### config.mk
export PLATFORM = sky130hd
export DESIGN_NAME = rfid_frame_id_whitelist
export DESIGN_NICKNAME = d
export VERILOG_FILES = /design/src/rtl/rfw_pkg.sv /design/src/rtl/rfid_frame_id_whitelist.sv
export SDC_FILE = /design/constraint.sdc
export NUM_CORES = 1
export LEC_CHECK = 0
export CAP_MARGIN = 5
export CELL_PAD_IN_SITES_DETAIL_PLACEMENT = 0
export CELL_PAD_IN_SITES_GLOBAL_PLACEMENT = 1
export CORE_ASPECT_RATIO = 1.25
export CORE_MARGIN = 2
export CORE_UTILIZATION = 50
export CTS_CLUSTER_SIZE = 16
export DETAILED_ROUTE_END_ITERATION = 16
export DONT_BUFFER_PORTS = 1
export PLACE_DENSITY = 0.73
export RECOVER_POWER = 50
export SYNTH_ARGS = -nofsm -noshare
export SYNTH_HDL_FRONTEND = slang
export SYNTH_SLANG_ARGS = --single-unit
### constraint.sdc
create_clock -name clk -period 4 [get_ports clk]
set_input_delay 0.8 -clock clk [delete_from_list [all_inputs] [get_ports clk]]
set_output_delay 0.8 -clock clk [all_outputs]
set_load 0.01 [all_outputs]
### src/rtl/rfw_pkg.sv
`default_nettype none

package rfw_pkg;

  localparam int HDR_LEN = 7;
  localparam int ID_LEN  = 5;

  localparam logic [1:0] REQ_CHECK  = 2'd0;
  localparam logic [1:0] REQ_ENROLL = 2'd1;

  typedef enum logic [2:0] {
    ST_PENDING  = 3'd0,
    ST_GRANTED  = 3'd1,
    ST_DENIED   = 3'd2,
    ST_ENROLLED = 3'd3,
    ST_FULL     = 3'd4,
    ST_DISCARD  = 3'd5
  } status_t;

  typedef struct packed {
    logic [7:0] rx_byte;
    logic [1:0] req_type;
  } cmd_t;

  typedef struct packed {
    status_t     status;
    logic [3:0]  entry_index;
    logic [39:0] card_id;
  } result_t;

  function automatic logic [7:0] hdr_byte(input logic [2:0] pos);
    logic [7:0] b;
    case (pos)
      3'd0:    b = 8'h04;
      3'd1:    b = 8'h0C;
      3'd2:    b = 8'h02;
      3'd3:    b = 8'h30;
      3'd4:    b = 8'h00;
      3'd5:    b = 8'h04;
      3'd6:    b = 8'h00;
      default: b = 8'h00;
    endcase
    return b;
  endfunction

endpackage

`default_nettype wire

### src/rtl/rfid_frame_id_whitelist.sv
// Header bytes, the first four ID bytes, enroll and discard give their result in the cycle
// after the byte is accepted. A check request waits for the table scan, which reads one
// entry per cycle from one port and ends at the first match or at entry last_entry.
// Throughput: one byte per cycle outside a scan; busy stays high during a scan.
// Reset clears the header matcher, the ID byte count and the table fill count at once.
// The receiver cannot stall: each result is shown for exactly one cycle with done high.
`default_nettype none

module rfid_frame_id_whitelist
  import rfw_pkg::*;
#(
  parameter int TABLE_ENTRIES = 16
) (
  input  wire logic    clk,
  input  wire logic    rst,
  input  wire logic    start,
  output logic         busy,
  input  wire cmd_t    cmd,
  output logic         done,
  output result_t      result
);

  localparam int IW = (TABLE_ENTRIES > 1) ? $clog2(TABLE_ENTRIES) : 1;

  typedef enum logic [1:0] {
    S_IDLE = 2'b01,
    S_SCAN = 2'b10
  } state_t;

  state_t          state;
  logic [2:0]      header_pos;
  logic [2:0]      id_byte_count;
  logic [31:0]     id_sr;
  logic [39:0]     id_reg;
  logic [IW-1:0]   last_entry;
  logic [IW:0]     rd_cnt;
  logic [IW-1:0]   q_idx;
  logic            q_valid;
  logic [39:0]     mem_q;
  logic [39:0]     id_table [TABLE_ENTRIES];

  logic            accept;
  logic [39:0]     id_full;
  logic [IW-1:0]   le_next;
  logic            table_full;
  logic            issuing;
  logic            hit;
  logic            enroll_we;
  logic [IW+3:0]   le_next_ext;
  logic [IW+3:0]   q_idx_ext;

  assign busy        = (state != S_IDLE);
  assign accept      = start && (state == S_IDLE);
  assign id_full     = {id_sr, cmd.rx_byte};
  assign le_next     = last_entry + IW'(1);
  assign table_full  = (last_entry == IW'(TABLE_ENTRIES - 1));
  assign issuing     = (rd_cnt <= {1'b0, last_entry});
  assign hit         = q_valid && ((q_idx == '0) ? (id_reg == '0) : (mem_q == id_reg));
  assign le_next_ext = {4'b0000, le_next};
  assign q_idx_ext   = {4'b0000, q_idx};
  assign enroll_we   = accept && (header_pos == 3'(HDR_LEN))
                       && (id_byte_count == 3'(ID_LEN - 1))
                       && (cmd.req_type == REQ_ENROLL) && !table_full;

  always_ff @(posedge clk) begin
    if (enroll_we) begin
      id_table[le_next] <= id_full;
    end
    mem_q <= id_table[rd_cnt[IW-1:0]];
  end

  always_ff @(posedge clk) begin
    if (rst) begin
      state         <= S_IDLE;
      done          <= 1'b0;
      header_pos    <= '0;
      id_byte_count <= '0;
      last_entry    <= '0;
      rd_cnt        <= '0;
      q_valid       <= 1'b0;
    end else begin
      done <= 1'b0;
      case (state)
        S_IDLE: begin
          if (accept) begin
            result.status      <= ST_PENDING;
            result.entry_index <= '0;
            result.card_id     <= '0;
            if (header_pos != 3'(HDR_LEN)) begin
              done <= 1'b1;
              if (cmd.rx_byte == hdr_byte(header_pos)) begin
                header_pos <= header_pos + 3'd1;
              end else begin
                header_pos <= '0;
              end
            end else begin
              id_sr <= id_full[31:0];
              if (id_byte_count == 3'(ID_LEN - 1)) begin
                id_byte_count  <= '0;
                header_pos     <= '0;
                id_reg         <= id_full;
                result.card_id <= id_full;
                case (cmd.req_type)
                  REQ_CHECK: begin
                    state   <= S_SCAN;
                    rd_cnt  <= '0;
                    q_valid <= 1'b0;
                  end
                  REQ_ENROLL: begin
                    done <= 1'b1;
                    if (!table_full) begin
                      last_entry         <= le_next;
                      result.status      <= ST_ENROLLED;
                      result.entry_index <= le_next_ext[3:0];
                    end else begin
                      result.status <= ST_FULL;
                    end
                  end
                  default: begin
                    done          <= 1'b1;
                    result.status <= ST_DISCARD;
                  end
                endcase
              end else begin
                done          <= 1'b1;
                id_byte_count <= id_byte_count + 3'd1;
              end
            end
          end
        end
        S_SCAN: begin
          q_valid <= issuing;
          q_idx   <= rd_cnt[IW-1:0];
          if (issuing) begin
            rd_cnt <= rd_cnt + (IW+1)'(1);
          end
          if (hit) begin
            state              <= S_IDLE;
            done               <= 1'b1;
            result.status      <= ST_GRANTED;
            result.entry_index <= q_idx_ext[3:0];
          end else if (q_valid && (q_idx == last_entry)) begin
            state              <= S_IDLE;
            done               <= 1'b1;
            result.status      <= ST_DENIED;
            result.entry_index <= '0;
          end
        end
        default: begin
          state <= S_IDLE;
        end
      endcase
    end
  end

endmodule

`default_nettype wire

==> results of run 1 <==
-- how the worst max path moves through the flow --
stage	from	endpoint	slack, ps	depth (start not counted)
3_3_place_gp	start	id_table[13][33]	1250	6
4_1_cts	header_pos[1]	id_table[15][21]	1090	8
6_report	rd_cnt[2]	mem_q[30]	770	2
5_1_grt	rd_cnt[2]	mem_q[30]	490	2
2_1_floorplan	start	id_table[12][0]	150	4
3_5_place_dp	header_pos[1]	id_table[15][30]	1150	8
-- kinds of logic (layout without fill, tap and decap cells) --
| logic type | after synthesis | in the layout | share of synthesized area |
|---|---|---|---|
| adder cells (fa/ha/maj) | 20 | 20 | 0.008089 |
| XOR/XNOR | 49 | 49 | 0.01387 |
| other | 0 | 3 | 0 |
| buffers and inverters | 78 | 204 | 0.01262 |
| flip-flops | 822 | 822 | 0.7788 |
| AO/OA/AOI/OAI | 52 | 52 | 0.01234 |
| AND/OR/NAND/NOR | 162 | 162 | 0.02803 |
| multiplexers | 202 | 202 | 0.1463 |
-- worst max-delay path: stages, from the launching register on --
cell,delay (ps)
dfxtp_4,680
clkbuf_1,1600
mux4_2,740
-- per-stage QoR --
| stage | worst slack (ps) | hold slack [ps] | cell area [sq um] | total power, uW | utilization |
|---|---|---|---|---|---|
| after global routing | 494.2 | 228.2 | 34770 | 17600 | 0.5696 |
| after CTS | 1089 | 217.1 | 34800 | 17250 | 0.5701 |
| after floorplan | 148.9 | 428.8 | 30940 | 9966 | - |
| final | 768.0 | 255.4 | 34780 | 17090 | 0.5698 |
| after detailed placement | 1147 | 467.3 | 32300 | 10100 | 0.5292 |
| after global placement | 1250 | 454.4 | 32300 | 10090 | 0.5292 |
-- final cells by class --
type / count / area share
multi-input combinational: 485 / 0.1891
timing repair buffer: 43 / 0.01403
clock inverter: 41 / 0.01029
tap: 824 / 0.02965
clock buffer: 101 / 0.06156
sequential: 822 / 0.6931
antenna: 3 / 0.0002159
inverter: 19 / 0.002051
-- Yosys cell counts, drive strengths merged (3+ instances only) --
cell type and number:
nand4 15, o22ai 3, o21ai 6, mux4 200, dfxtp 59, xnor2 37
buf 28, nand2 20, a31o 3, nor3 10, nor2 38, a31oi 4
and2 42, o41ai 3, nand2b 5, edfxtp 763, nor4 14, o21a 4
ha 20, inv 19, xor2 12, clkbuf 31, a21oi 12, nand3 8
o211ai 3
-- layer usage --
metal / vias up / part of all wire / GRT usage
li1: 5869 / - / -
met2: 408 / 0.52 / 0.3612
met1: 7658 / 0.41 / 0.2941
met5: - / 0 / 0
met3: 64 / 0.054 / 0.03137
met4: 0 / 0.016 / 0.05381
-- power groups by stage --
stage / combinational (uW) / sequential, uW / clock [uW]
4_1_cts: 450 / 9470 / 7340
3_5_place_dp: 447 / 9650 / 0
5_1_grt: 473 / 9470 / 7650
3_3_place_gp: 440 / 9650 / 0
2_1_floorplan: 336 / 9630 / 0
6_report: 437 / 9470 / 7190
==> impl_metrics.json, run 1 <==
{
  "final_common_cell": "edfxtp_1",
  "fmax_mhz": 309.4,
  "p_switching_uw": 3422,
  "setup_viol": 0,
  "initial_utilization": 0.5069,
  "multi_input_comb_area_sq_um": 6576,
  "drtAntennaViolNets": 0,
  "rsz0062_at_grt": "no",
  "fp.dieH_um": 282.1,
  "viasPerCell": 5.988,
  "fp.dieW_um": 226.5,
  "core-area_sq_um": 61040,
  "ctsHoldBuffers": 0,
  "hold_path_depth": 1,
  "fin_nets": 1481,
  "p_int_uw": 13670,
  "critPathLaunchType": "flop",
  "drt_iter0_drc": 1353,
  "synth_top_area_frac": 0.7406,
  "cts_buffer_depth": 3,
  "place.gp.congestion": 0.8230,
  "gr-total-overflow": 0,
  "ir_worst_vdd_uv": 315.2,
  "fill_cells": 4348,
  "clock-sinks": 822,
  "synth.area.top_cells": "edfxtp_1 74%, mux4_2 15%, dfxtp_1 3.8%",
  "ys_ff_latch": 822,
  "top_regs": "id_table (640), result (47)",
  "reg2reg_depth": 2,
  "final_cell_mix": "763 x edfxtp_1, 200 x mux4_2, 80 x clkbuf_16",
  "drc_errors": 0,
  "io_pins": 62,
  "fin_setup_tns_ps": 0,
  "pwr-share-clk": 0.420,
  "layout-drive-gt1-share": 0.2541,
  "grt_max_degree": 86,
  "track_usage": 0.2132,
  "clk_latency_ps": 620,
  "cts_buffers": 77,
  "synth-async-reset-ratio": 0,
  "clock_skew_ps": 21.84,
  "outcome": "complete, but fails checks",
  "vias": 13999,
  "firstDrtPassIters": 5,
  "fin_crit_sh": 0.8080,
  "seqCellArea_sq_um": 24100,
  "drt-total-wl_mm": 65.31,
  "top_register": "id_table",
  "cts_resized": 0,
  "powerDensity_nw_per_um2": 491.4,
  "synth_edf_count": 763,
  "hold_start": "rst",
  "syn_avg_cell_area_sq_um": 22.34,
  "maxCapViolCount": 2,
  "relSlewSlack": -0.4499,
  "hold_viol_final": 0,
  "cts_tree": "done",
  "min_period_ps": 3232,
  "rr_startpoint": "rd_cnt[2]",
  "synth_seq_area_share": 0.7788,
  "post_drt_wl_per_cell_um": 27.93,
  "synthCells": 1385,
  "drv_slew": 22,
  "cp-end-kind": "flop",
  "syn_area_sq_um": 30940,
  "synth_cell_type_count": 56,
  "tightest_slew_ps": 2175,
  "largest_reg_flops": 640,
  "grt_pass1_vias": 14258,
  "hold_end": "last_entry[1]",
  "seqPwrFrac": 0.554,
  "worstHoldPathType": "in2reg",
  "combPwrFrac": 0.026,
  "p_sw_frac": 0.2002,
  "post_cts_buffers": 0,
  "dpl.hpwl_mm": 38.55,
  "die_area_sq_um": 63890,
  "r2r_end": "mem_q[30]",
  "syn-num-nets": 1418,
  "power_leakage_uw": 0.01058,
  "yosys.area.top_type": "edfxtp_1",
  "antenna_found_initial": 0,
  "area_growth_pct": 12.41,
  "ys_warn_count": 0,
  "finalNonFillerCells": 2338,
  "grt_pass1_wl_mm": 97.41,
  "dp_cells": 2193,
  "io_buffer_count": 0,
  "violations": "max-capacitance violations, max-slew violations",
  "r2r_slack_ps": 770,
  "critical_path_class": "reg2reg",
  "cts.clk_slew.worst_paths_ps": 60,
  "clock-root-buffer": "clkbuf_16",
  "ys.flop_type": "edfxtp_1",
  "cp_max_fo": 26,
  "crit_arrival_ps": 3690,
  "cts_max_level": 3,
  "critPathRequiredTime_ps": 4460,
  "rows": 101
}
Note: power is estimated with default switching activity, not from simulation.
==> inputs of run 2 (changes only) <==
==> constraint.sdc (replaced) <==
create_clock -name clk -period 2.9 [get_ports clk]
set_input_delay 0.58 -clock clk [delete_from_list [all_inputs] [get_ports clk]]
set_output_delay 0.58 -clock clk [all_outputs]
set_load 0.01 [all_outputs]
==> run 2 against run 1 <==
  * The flow still finishes with violations (max-capacitance violations, max-slew violations)
  * Sequential power increased by 38%
  * Design area increased by 1.1%
  * Cell count increased by 0.68%
  * Maximum frequency increased by 20%
  * Clock power increased by 40%
  * Die area unchanged
  * Utilization increased by 0.65 points
  * Register-to-register slack got worse by 550 ps
  * Via count increased by 0.53%
  * Combinational power increased by 46%
  * Total power increased by 39%
  * Sequential cell count unchanged
  * Largest power group unchanged
==> impl_metrics.json, run 2 (synthesis results as in run 1) <==
{
  "outcome": "complete, but fails checks",
  "violations": "max-capacitance violations, max-slew violations",
  "seqCellArea_sq_um": 24100,
  "drt_iter0_drc": 1342,
  "top_register": "id_table",
  "cts_tree": "done",
  "min_period_ps": 2684,
  "top_regs": "id_table (640), result (47)",
  "cp_max_fo": 28,
  "cts.clk_slew.worst_paths_ps": 70,
  "io_buffer_count": 0,
  "hold_path_depth": 1,
  "hold_end": "last_entry[1]",
  "dpl.hpwl_mm": 38.41,
  "fp.dieW_um": 226.5,
  "critical_path_class": "reg2reg",
  "io_pins": 62,
  "r2r_end": "result[21]",
  "power_leakage_uw": 0.01074,
  "relSlewSlack": -0.1627,
  "worstHoldPathType": "in2reg",
  "cts_buffers": 77,
  "vias": 14073,
  "grt_pass1_vias": 14389,
  "postLayoutSetupSlackWorst_ps": 216.1,
  "final_cell_mix": "763 x edfxtp_1, 200 x mux4_2, 80 x clkbuf_16",
  "power_uw": 23830,
  "largest_reg_flops": 640,
  "post_cts_buffers": 0,
  "final_common_cell": "edfxtp_1",
  "hold_start": "rst",
  "clock-root-buffer": "clkbuf_16",
  "post_drt_wl_per_cell_um": 28.88,
  "setup_viol": 0,
  "clk_latency_ps": 640,
  "clock_skew_ps": 34.98,
  "drc_errors": 0,
  "antenna_found_initial": 3,
  "track_usage": 0.2202,
  "viasPerCell": 5.978,
  "pre_cts_slack_ps": 57.68,
  "multi_input_comb_area_sq_um": 6595,
  "critPathLaunchType": "flop",
  "grt_pass1_wl_mm": 98.86,
  "fp.dieH_um": 282.1,
  "crit_arrival_ps": 3180,
  "reg2reg_depth": 6,
  "place.gp.congestion": 0.8216,
  "fill_cells": 4334,
  "initial_utilization": 0.5069,
  "r2r_slack_ps": 220,
  "hold_ws_ps": 32.65,
  "area_growth_pct": 13.70,
  "grt_max_degree": 67,
  "cp-end-kind": "flop",
  "cp_cell_sequence": "ha_1 -> ha_1 -> buf_4 -> and3_1 -> buf_4 -> and2_1",
  "critPathRequiredTime_ps": 3390,
  "clock-sinks": 822,
  "ir_worst_vdd_uv": 417.6,
  "cts_max_level": 3,
  "firstDrtPassIters": 5,
  "maxCapViolCount": 1,
  "core-area_sq_um": 61040,
  "rr_startpoint": "header_pos[1]",
  "fin_nets": 1500,
  "powerDensity_nw_per_um2": 677.4,
  "die_area_sq_um": 63890,
  "cts_buffer_depth": 3,
  "gr-total-overflow": 0,
  "max_stage_delay_ps": 1010,
  "cpMaxStageDelayCell": "and3_1",
  "rsz0062_at_grt": "no",
  "rows": 101,
  "layout-drive-gt1-share": 0.2614,
  "num_antenna_cells": 0,
  "drt-total-wl_mm": 67.99,
  "fin_crit_sh": 0.9255,
  "drtAntennaViolNets": 0,
  "drv_slew": 45,
  "hold_viol_final": 0,
  "tightest_slew_ps": 1744,
  "fmax_mhz": 372.6
}
==> run 2: critical path: cells and delay by family (launching register included) <==
| kind | cells | cell delay, ps |
|---|---|---|
| flops | 1 | 380 |
| fa+ha+maj | 2 | 380 |
| simple gates | 2 | 1170 |
| buf+inv | 2 | 580 |
==> run 2: layout make-up <==
cell class              count  area share
inverters                  19    0.002028
clock inverters            38     0.01156
repair buffers             62     0.02344
well taps                 824     0.02931
flip-flops and latches    822      0.6853
clock buffers             104     0.06090
multi-input cells         485      0.1875
==> run 2: power by group <==
part           internal [uW]  switching, uW
logic                    243            393
clock network           5850           4290
registers              13000            100
total                  19000           4780
==> run 2: how the worst max path moves through the flow <==
| stage | from | to | slack (ps) | cells past startpoint |
|---|---|---|---|---|
| after floorplan | header_pos[1] | id_table[0][0] | -230 | 7 |
| after global placement | header_pos[1] | id_table[1][8] | 40 | 7 |
| after detailed placement | header_pos[1] | id_table[1][8] | 60 | 7 |
| after CTS | header_pos[1] | id_table[1][18] | 30 | 7 |
| after global routing | header_pos[1] | result[42] | 80 | 6 |
| final | header_pos[1] | result[21] | 220 | 6 |
==> run 2: what timing repair did <==
action,4_1_cts,5_1_grt
hold buffers,2,0
endpoints found under the setup margin,0,616
resized for setup,0,1
hold endpoints to repair,7,0
==> run 2: through the flow <==
step / area (sq um) / instances / TNS (ps) / util
6_report: 35180 / 2354 / 0 / 0.5763
5_1_grt: 35180 / 2354 / 0 / 0.5763
4_1_cts: 35200 / 2354 / 0 / 0.5767
3_5_place_dp: 32630 / 2210 / 0 / 0.5346
3_3_place_gp: 32630 / 2210 / 0 / 0.5346
2_1_floorplan: 30990 / 1385 / -143390 / -
==> run 2: per-layer routing <==
layer,routed length (um),global-route usage,vias to the layer above
li1,-,-,5891
met1,27280,0.3022,7550
met2,34130,0.3631,560
met3,5170,0.04103,72
met4,1411,0.06646,0
met5,0,0,-
==> inputs of run 3 (changes only) <==
--- a/config.mk
+++ b/config.mk
@@ -9,7 +9,7 @@
 export CELL_PAD_IN_SITES_DETAIL_PLACEMENT = 0
 export CELL_PAD_IN_SITES_GLOBAL_PLACEMENT = 1
 export CORE_ASPECT_RATIO = 1.25
-export CORE_MARGIN = 2
+export CORE_MARGIN = 1
 export CORE_UTILIZATION = 50
 export CTS_CLUSTER_SIZE = 16
 export DETAILED_ROUTE_END_ITERATION = 16
==> run 3 against run 2 <==
  * Maximum frequency decreased by 0.14%
  * Die area decreased by 1.6%
  * Sequential cell count unchanged
  * Global-route usage increased by 0.39 points
  * Design area about the same
  * Non-clock buffer count increased by 9
  * The flow still finishes with violations (max-capacitance violations, max-slew violations)
  * Critical path type unchanged
  * Sequential share of layout area about the same
  * Clock-buffer cell count increased by 1
  * Utilization increased by 0.11 points
==> impl_metrics.json, run 3 (synthesis results as in run 1) <==
{
  "outcome": "complete, but fails checks",
  "violations": "max-capacitance violations, max-slew violations",
  "clk_latency_ps": 620,
  "cts.clk_slew.worst_paths_ps": 60,
  "initial_utilization": 0.5079,
  "min_period_ps": 2688,
  "combPwrFrac": 0.028,
  "drv_slew": 91,
  "powerDensity_nw_per_um2": 668.9,
  "top_regs": "id_table (640), result (47)",
  "fp.dieW_um": 224.5,
  "worstHoldPathType": "in2reg",
  "io_pins": 62,
  "fin_nets": 1508,
  "seqPwrFrac": 0.555,
  "p_switching_uw": 4750,
  "clock-sinks": 822,
  "dpl_cell_area_sq_um": 32730,
  "relSlewSlack": -0.2780,
  "p_int_uw": 18770,
  "critical_path_class": "reg2reg",
  "power_leakage_uw": 0.01074,
  "fp.dieH_um": 280.1,
  "crit_arrival_ps": 2980,
  "cts_tree": "done",
  "grt_max_degree": 62,
  "tightest_slew_ps": 1917,
  "die_area_sq_um": 62880,
  "core-area_sq_um": 60910,
  "drtAntennaViolNets": 0,
  "clock_skew_ps": 21.36,
  "maxCapViolCount": 2,
  "critPathRequiredTime_ps": 3190,
  "final_cell_mix": "763 x edfxtp_1, 200 x mux4_2, 77 x clkbuf_16",
  "vias": 14140,
  "p_sw_frac": 0.2019,
  "cp_max_fo": 7,
  "setup_viol": 0,
  "critPathLaunchType": "flop",
  "fin_crit_sh": 0.9268,
  "antenna_found_initial": 4,
  "grt_pass1_wl_mm": 99.42,
  "post_drt_wl_per_cell_um": 28.76,
  "cts_buffers": 76,
  "io_buffer_count": 0,
  "cts_max_level": 3,
  "fmax_mhz": 372.1,
  "rsz0062_at_grt": "no",
  "area_growth_pct": 13.67,
  "pwr-share-clk": 0.417,
  "ir_worst_vdd_uv": 445.4,
  "hold_viol_final": 0,
  "gr-total-overflow": 0,
  "post_cts_buffers": 0,
  "dpl.hpwl_mm": 38.56,
  "top_register": "id_table",
  "drt_iter0_drc": 1161,
  "clock-root-buffer": "clkbuf_16",
  "layout-drive-gt1-share": 0.2669,
  "cts_buffer_depth": 3,
  "viasPerCell": 5.989,
  "final_common_cell": "edfxtp_1",
  "fin_util": 0.5774,
  "drc_errors": 0,
  "firstDrtPassIters": 5,
  "place.gp.congestion": 0.8731,
  "drt-total-wl_mm": 67.91,
  "fin_setup_tns_ps": 0,
  "cp-end-kind": "flop",
  "grt_pass1_vias": 14551,
  "design_area_sq_um": 35170,
  "rows": 101,
  "track_usage": 0.2241,
  "largest_reg_flops": 640
}
-- run 3: cell count changes in the layout (fill, tap and decap cells not counted), sizes merged --
cell      delta
buf          +8
clkinv       -7
inv          +3
bufinv       -2
clkbuf       +2
clkinvlp     +2
diode        +1
-- run 3: area by class of cell --
type                            instances  area, sq um
Tap cell                              824         1031
Inverter                               19        71.32
Timing Repair Buffer                   71        908.4
Antenna cell                            1        2.502
Multi-Input combinational cell        485         6604
Fill cell                            4440        25740
Sequential cell                       822        24110
Clock buffer                          105         2102
Clock inverter                         34        342.8
-- run 3: power groups by stage --
stage,clock (uW),sequential [uW],combinational [uW]
2_1_floorplan,0,13300,467
3_3_place_gp,0,13300,658
3_5_place_dp,0,13300,664
4_1_cts,10000,13000,675
5_1_grt,10400,13100,718
6_report,9820,13000,660
-- run 3: worst max-delay path, stage by stage (launching register included) --
cell and delay [ps]:
edfxtp_1 400, xnor2_1 310, nand4_1 130, nor4_1 360, nand4_1 290, o41ai_1 220
and2_0 260, o221a_1 390
-- run 3: routing by layer --
metal  up-vias  track usage  share of wire
met5         -            0        0.00019
met4         2      0.07919          0.029
met3       120      0.04713          0.071
met2       562       0.3724           0.51
met1      7535       0.2942           0.39
li1       5921            -              -
-- run 3: path summary, 6_finish.rpt --
kind,from,endpoint,slack (ps),cells past startpoint
setup reg to reg,id_reg[1],result[42],210,7
hold / removal,rst,q_valid,30,1
hold reg to reg,id_byte_count[1],id_byte_count[1],490,2
setup / recovery,id_reg[1],result[42],210,7
-- run 3: repair_timing --
| item | in CTS | in global routing |
|---|---|---|
| hold buffers | 2 | 0 |
| gates resized for setup | 0 | 1 |
| hold endpoints to repair | 7 | 0 |
| endpoints found under the setup margin | 0 | 336 |
-- run 3: per-stage QoR --
| stage | instances | hold slack, ps | worst slack, ps | total power (uW) |
|---|---|---|---|---|
| final | 2361 | 34.11 | 212.3 | 23520 |
| after global routing | 2360 | 9.884 | 48.35 | 24180 |
| after CTS | 2360 | 0.5876 | 57.90 | 23730 |
| after detailed placement | 2219 | 480.4 | 114.8 | 13970 |
| after global placement | 2219 | 460.2 | 134.5 | 13960 |
| after floorplan | 1385 | 428.8 | -230.4 | 13750 |
